===== src/design/uer_pkg.sv =====
// Package with shared constants, types and register indexes for the ultrasonic echo ranger.
`timescale 1ns / 1ps
`default_nettype none

package uer_pkg;

    // Counter and field widths.
    localparam int COUNT_BITS    = 17;
    localparam int TRIG_W_BITS   = 8;
    localparam int DIST_BITS     = 10;
    localparam int CFG_DATA_BITS = 17;
    localparam int CFG_ADDR_BITS = 1;
    localparam int IN_DATA_BITS  = 8;
    localparam int OUT_DATA_BITS = 16;

    // Saturation value of the tick counters.
    localparam logic [COUNT_BITS-1:0] CNT_MAX = {COUNT_BITS{1'b1}};

    // Register reset values.
    localparam logic [TRIG_W_BITS-1:0] TRIG_WIDTH_RESET = 8'd10;
    localparam logic [COUNT_BITS-1:0]  TIMEOUT_RESET    = 17'd70000;

    // Configuration register indexes.
    localparam logic [CFG_ADDR_BITS-1:0] REG_TRIGGER_WIDTH = 1'b0;
    localparam logic [CFG_ADDR_BITS-1:0] REG_TIMEOUT       = 1'b1;

    // Divide by 148: drop two low bits (divide by 4), then multiply by the
    // reciprocal of 37 scaled by 2^21. Exact for every 15-bit operand.
    localparam int DIV_PRE_SHIFT = 2;
    localparam int DIV_OP_BITS   = COUNT_BITS - DIV_PRE_SHIFT;
    localparam int DIV_MUL_BITS  = 16;
    localparam int DIV_SHIFT     = 21;
    localparam int DIV_PROD_BITS = DIV_OP_BITS + DIV_MUL_BITS;
    localparam logic [DIV_MUL_BITS-1:0] DIV_MULT = 16'd56681;

    // Measurement phase.
    typedef enum logic [1:0] {
        PH_TRIGGER = 2'd0,
        PH_WAIT    = 2'd1,
        PH_MEASURE = 2'd2
    } phase_t;

    // One result item.
    typedef struct packed {
        phase_t                phase;
        logic                  timed_out;
        logic [DIST_BITS-1:0]  distance_inches;
        logic                  distance_valid;
        logic                  trigger_level;
    } result_t;

endpackage

`default_nettype wire


===== src/design/uer_div148.sv =====
// Constant divider: echo width in microseconds to whole inches.
`timescale 1ns / 1ps
`default_nettype none

module uer_div148 (
    input  wire logic [uer_pkg::COUNT_BITS-1:0] ticks,
    output logic      [uer_pkg::DIST_BITS-1:0]  inches
);
    import uer_pkg::*;

    logic [DIV_OP_BITS-1:0]   quarter;
    logic [DIV_PROD_BITS-1:0] product;

    // Divide by four with a shift, then by 37 with a reciprocal multiply.
    // The largest quotient is 885, so the result always fits.
    always_comb
    begin
        quarter = ticks[COUNT_BITS-1:DIV_PRE_SHIFT];
        product = DIV_PROD_BITS'(quarter) * DIV_PROD_BITS'(DIV_MULT);
        inches  = product[DIV_SHIFT +: DIST_BITS];
    end

endmodule

`default_nettype wire


===== src/design/ultrasonic_echo_ranger.sv =====
// A result is registered and appears in the cycle after its tick request is accepted.
// Throughput: one tick per cycle while not stalled; the phase counters and the divide by 148
// settle combinationally between the state registers and the result register.
// Input is stalled only while the result register is full and not taken.
// Reset (asynchronous, active low) returns to the trigger phase with cleared
// counters, trigger width 10 us and timeout 70000 us.
`timescale 1ns / 1ps
`default_nettype none

module ultrasonic_echo_ranger (
    input  wire logic                                clk,
    input  wire logic                                rst_n,
    // Slave stream: bit 0 echo_level, bits 7:1 zero.
    input  wire logic                                s_axis_tvalid,
    output logic                                     s_axis_tready,
    input  wire logic [uer_pkg::IN_DATA_BITS-1:0]    s_axis_tdata,
    // Master stream: bit 0 trigger_level, bit 1 distance_valid,
    // bits 11:2 distance_inches, bit 12 timed_out, bits 14:13 phase, bit 15 zero.
    output logic                                     m_axis_tvalid,
    input  wire logic                                m_axis_tready,
    output logic      [uer_pkg::OUT_DATA_BITS-1:0]   m_axis_tdata,
    // Configuration write port.
    input  wire logic                                cfg_wr_en,
    input  wire logic [uer_pkg::CFG_ADDR_BITS-1:0]   cfg_addr,
    input  wire logic [uer_pkg::CFG_DATA_BITS-1:0]   cfg_wdata
);
    import uer_pkg::*;

    logic [TRIG_W_BITS-1:0] trig_width_reg;
    logic [COUNT_BITS-1:0]  timeout_reg;

    phase_t                 phase_reg, phase_next;
    logic [COUNT_BITS-1:0]  phase_ticks_reg, phase_ticks_next;
    logic [COUNT_BITS-1:0]  echo_ticks_reg, echo_ticks_next;

    logic                   out_valid_reg;
    result_t                out_data_reg;
    result_t                result;

    logic                   accept;
    logic                   echo;
    logic [COUNT_BITS-1:0]  phase_inc;
    logic [COUNT_BITS-1:0]  echo_inc;
    logic [DIST_BITS-1:0]   div_inches;

    // Handshake: take a request whenever the result register is free or draining.
    assign s_axis_tready = !out_valid_reg || m_axis_tready;
    assign accept        = s_axis_tvalid && s_axis_tready;
    assign echo          = s_axis_tdata[0];

    assign m_axis_tvalid = out_valid_reg;
    assign m_axis_tdata  = {1'b0, out_data_reg};

    // Saturating increments of both counters.
    assign phase_inc = (phase_ticks_reg == CNT_MAX) ? CNT_MAX : phase_ticks_reg + 1'b1;
    assign echo_inc  = (echo_ticks_reg == CNT_MAX) ? CNT_MAX : echo_ticks_reg + 1'b1;

    uer_div148 u_div (
        .ticks  (echo_inc),
        .inches (div_inches)
    );

    // Configuration registers.
    always_ff @(posedge clk or negedge rst_n)
    begin
        if (!rst_n)
        begin
            trig_width_reg <= TRIG_WIDTH_RESET;
            timeout_reg    <= TIMEOUT_RESET;
        end
        else if (cfg_wr_en)
        begin
            unique case (cfg_addr)
                REG_TRIGGER_WIDTH: trig_width_reg <= cfg_wdata[TRIG_W_BITS-1:0];
                REG_TIMEOUT:       timeout_reg    <= cfg_wdata[COUNT_BITS-1:0];
                default:           ;
            endcase
        end
    end

    // Phase sequencing and the result of one tick.
    always_comb
    begin
        phase_next       = phase_reg;
        phase_ticks_next = phase_ticks_reg;
        echo_ticks_next  = echo_ticks_reg;
        result           = '0;

        unique case (phase_reg)
            PH_WAIT, PH_MEASURE:
            begin
                if (phase_inc > timeout_reg)
                begin
                    // Timeout wins over an echo edge on the same tick.
                    result.timed_out = 1'b1;
                    phase_next       = PH_TRIGGER;
                    phase_ticks_next = '0;
                    echo_ticks_next  = '0;
                end
                else if (phase_reg == PH_WAIT)
                begin
                    phase_ticks_next = phase_inc;
                    if (echo)
                    begin
                        phase_next      = PH_MEASURE;
                        echo_ticks_next = '0;
                    end
                end
                else
                begin
                    phase_ticks_next = phase_inc;
                    echo_ticks_next  = echo_inc;
                    if (!echo)
                    begin
                        result.distance_valid  = 1'b1;
                        result.distance_inches = div_inches;
                        phase_next             = PH_TRIGGER;
                        phase_ticks_next       = '0;
                        echo_ticks_next        = '0;
                    end
                end
            end
            default:
            begin
                // Trigger phase; the unused code behaves the same way.
                phase_next = PH_TRIGGER;
                if (phase_ticks_reg > COUNT_BITS'(trig_width_reg))
                begin
                    phase_next       = PH_WAIT;
                    phase_ticks_next = '0;
                end
                else
                begin
                    result.trigger_level = 1'b1;
                    phase_ticks_next     = phase_inc;
                end
            end
        endcase

        result.phase = phase_next;
    end

    // State registers advance once per accepted tick.
    always_ff @(posedge clk or negedge rst_n)
    begin
        if (!rst_n)
        begin
            phase_reg       <= PH_TRIGGER;
            phase_ticks_reg <= '0;
            echo_ticks_reg  <= '0;
        end
        else if (accept)
        begin
            phase_reg       <= phase_next;
            phase_ticks_reg <= phase_ticks_next;
            echo_ticks_reg  <= echo_ticks_next;
        end
    end

    // Result register valid flag.
    always_ff @(posedge clk or negedge rst_n)
    begin
        if (!rst_n)
        begin
            out_valid_reg <= 1'b0;
        end
        else if (accept)
        begin
            out_valid_reg <= 1'b1;
        end
        else if (m_axis_tready)
        begin
            out_valid_reg <= 1'b0;
        end
    end

    // Result register payload.
    always_ff @(posedge clk)
    begin
        if (accept)
        begin
            out_data_reg <= result;
        end
    end

endmodule

`default_nettype wire

===== config.mk =====
export PLATFORM = sky130hd
export DESIGN_NAME = ultrasonic_echo_ranger
export DESIGN_NICKNAME = d
export VERILOG_FILES = /design/src/design/uer_pkg.sv /design/src/design/uer_div148.sv /design/src/design/ultrasonic_echo_ranger.sv
export SDC_FILE = /design/constraint.sdc
export NUM_CORES = 1
export LEC_CHECK = 0
export BUFFER_PORTS_ARGS = -buffer_cell sky130_fd_sc_hd__buf_2
export CELL_PAD_IN_SITES_DETAIL_PLACEMENT = 0
export CELL_PAD_IN_SITES_GLOBAL_PLACEMENT = 1
export CORE_ASPECT_RATIO = 0.5
export CORE_MARGIN = 2
export CORE_UTILIZATION = 45
export CTS_CLUSTER_DIAMETER = 100
export DETAILED_ROUTE_END_ITERATION = 8
export GPL_TIMING_DRIVEN = 1
export PLACE_DENSITY = 0.81
export RECOVER_POWER = 50
export SETUP_SLACK_MARGIN = 0.3
export SYNTH_ARGS = -nofsm -noshare
export SYNTH_HDL_FRONTEND = slang
export SYNTH_HIERARCHICAL = 1
export SYNTH_SLANG_ARGS = --single-unit

===== constraint.sdc =====
create_clock -name clk -period 6.1 [get_ports clk]
set_input_delay 0.305 -clock clk [delete_from_list [all_inputs] [get_ports clk]]
set_output_delay 0.305 -clock clk [all_outputs]
set_load 0.01 [all_outputs]

==> flow_summary.yaml <==
outcome:
  status: "finished with violations"
  violations: "max-capacitance violations, max-slew violations, negative setup slack"
setup_path:
  r2r_slack_ns: -0.11
  critPathMaxFanout: 4
  critPathCapture: "m_axis_tdata[10]$_SDFFCE_PP0P_"
  critPathRequiredTime_ns: 6.21
  r2r_cells: 25
  crit_type: "reg -> reg"
  r2r_end: "m_axis_tdata[10]$_SDFFCE_PP0P_"
  cp_data_arrival_time_ns: 6.32
  end_kind: "flop"
  startpoint: "echo_ticks_reg[1]$_DFFE_PN0P_"
  start_kind: "flop"
  reg2reg_from: "echo_ticks_reg[1]$_DFFE_PN0P_"
route:
  dr_wl_met3_um: 867
  via_per_inst: 5.23
  post_drt_wl_per_cell_um: 15.6
  vias: 6733
  drtIter0Drc: 391
  antenna_left: 0
  wl_met2_um: 9590
  wl_um: 20100
  drc_errors: 0
  drt_pass1_iterations: 5
  drt-met1-wl_um: 9390
  highest_layer: "met4"
sta:
  tightest_slew_ns: 3.43
  finalCritPeriodShare_pct: 102
  hold_viol_final: 0
  tns_ns: -0.362
  max_slew_margin_pct: -129
  worst_slack_ns: -0.113
  final_max_slew_viol_count: 63
  rsz0062_at_grt: "true"
  holdWs_ns: 0.160
  setup-violations-final: 4
  max_freq_ghz: 0.161
  min_period_ns: 6.21
  finalClockSkew_ns: 0.00623
clock_tree:
  cts_max_level: 3
  cts.sinks: 77
  root_buffer: "clkbuf_16"
  cts_hold_buf: 0
  clk_latency_ns: 0.35
  cts_tree: "built"
  numCtsBuffers: 9
  clk_pin_slew_worst_paths_ns: 0.06
  cts_buffer_depth: 2
synthesis:
  yosysTopAreaCell: "ha_1"
  synth_warnings: 6
  async_flop_share_pct: 80.5
  synthCells: 890
  ys_seq_elements: 77
  synth_area_leaders: "ha_1 21%, fa_1 18%, dfrtp_1 15%, inv_1 5.5%, edfxtp_1 5.1%"
  syn-cell-area_um2: 8910
  synth_nets: 1149
  synth_cell_type_count: 67
  avgSynthCellArea_um2: 10.0
  synth_most_common_cell: "ha_1"
  synthTopCellsByCount: "146 x ha_1, 130 x inv_1, 82 x fa_1"
  synth_top_area_share_pct: 20.5
  ys_seq_area_share_pct: 22.6
  synth_edf_count: 15
  ys.flop_type: "dfrtp_1"
global_routing:
  grtUsageTotal_pct: 20.1
  grt_first_pass_wirelength_um: 34100
  overflow: 0
  grt_max_degree: 63
  grt_pass1_vias: 6965
  antenna_found_initial: 0
floorplanning:
  initial_core_util_pct: 45.9
  core_um2: 19400
  rows: 36
  chipHeight_um: 104
  die_w_um: 203
  ios: 49
  die_area_um2: 21000
hold_path:
  hold_start: "s_axis_tvalid"
  hp-class: "in -> reg"
job:
  max_cap_viol_count: 1
place:
  place.gp.congestion: 0.883
  dp_slack_ns: -0.229
  place_inst: 1259
  dpl_cell_area_um2: 10100
  port_buffers: 40
  hpwlAfterDp_um: 16300
layout:
  fin_util_pct: 55.3
  fin_cells: 1287
  fillers: 1686
  drive_above_1_share_pct: 25.0
  design_area_um2: 10700
  antennaDiodeCount: 0
  nets: 1275
  synthToLayoutAreaGrowth_pct: 20.4
power_and_ir_drop:
  leakagePower_nw: 5.89
  p_per_area_nw_per_um2: 160
  total_power_mw: 1.72
  irDropWorstVdd_v: 0.000111
per-layer routing:
layer | track usage (%) | vias to the layer above
met4 | 4.43 | 0
met5 | 0 | -
met1 | 28.0 | 3304
met3 | 3.65 | 14
li1 | - | 3290
met2 | 32.9 | 125
layout make-up:
class	count	area [um^2]	share of cell area, %
clock inverters	5	32.5	0.303
clock buffers	11	254	2.37
repair buffers	145	1030	9.58
multi-input cells	653	6580	61.4
flip-flops and latches	77	2010	18.7
well taps	266	333	3.10
inverters	130	488	4.55
worst max-delay path, cell delays in order (launching register included):
cell,delay (ns)
dfrtp_1,0.37
ha_2,0.20
nand2_2,0.07
nor3_4,0.27
buf_4,0.15
buf_4,0.10
and3_4,0.18
o21ai_4,0.08
buf_4,0.16
ha_4,0.27
inv_1,0.06
fa_1,0.56
inv_1,0.05
fa_1,0.47
fa_1,0.55
fa_1,0.43
ha_1,0.28
ha_1,0.31
and4_4,0.23
and3_4,0.19
nand3b_1,0.14
a31oi_2,0.22
or2_4,0.18
nand2_1,0.05
a211o_1,0.27
and2_4,0.13
cell families (layout without fill, tap and decap cells):
group                      count (synthesis)  after routing  share of synthesized area (%)
AOI/OAI and AO/OA                        140            140                           10.8
xor gates and xnor gates                  50             50                           4.92
adders and majority gates                228            228                           38.9
buffers and inverters                    160            291                           7.71
DFF                                       77             77                           22.6
muxes                                     20             20                           2.50
other                                      1              1                         0.0421
and+or+nand+nor                          214            214                           12.5
placed cells by master (no fill, tap or decap), types with 24 or more instances in the layout:
master and count:
nand2_1 56, a21oi_1 40, buf_2 33, inv_1 124, ha_1 132, dfrtp_1 54, xor2_1 24, nand3_1 24
nor2_1 31, o21ai_0 26, buf_4 98, fa_1 79
power by group:
part           total [mW]  switching, mW  leakage, nW  internal (mW)
logic               0.554          0.320         4.80          0.234
registers           0.645         0.0461        0.939          0.599
clock network       0.519          0.219        0.145          0.300
total                1.72          0.584         5.89           1.13
how the worst min path moves through the flow:
stage | to | slack (ns) | cells past startpoint
6_report | m_axis_tvalid$_DFFE_PN0P_ | 0.16 | 2
3_5_place_dp | timeout_reg[2]$_DFFE_PN0P_ | 0.49 | 1
5_1_grt | m_axis_tvalid$_DFFE_PN0P_ | 0.18 | 2
2_1_floorplan | echo_ticks_reg[0]$_DFFE_PN0P_ | 0.009 | 0
4_1_cts | m_axis_tvalid$_DFFE_PN0P_ | 0.14 | 2
3_3_place_gp | timeout_reg[11]$_DFFE_PN0P_ | 0.49 | 1
what timing repair did:
action,in CTS,in global routing
buffers inserted,7,4
gates cloned,1,0
gates resized for setup,31,10
endpoints found under the setup margin,10,10
pin swaps,33,11
(Power assumes the default switching activity.)
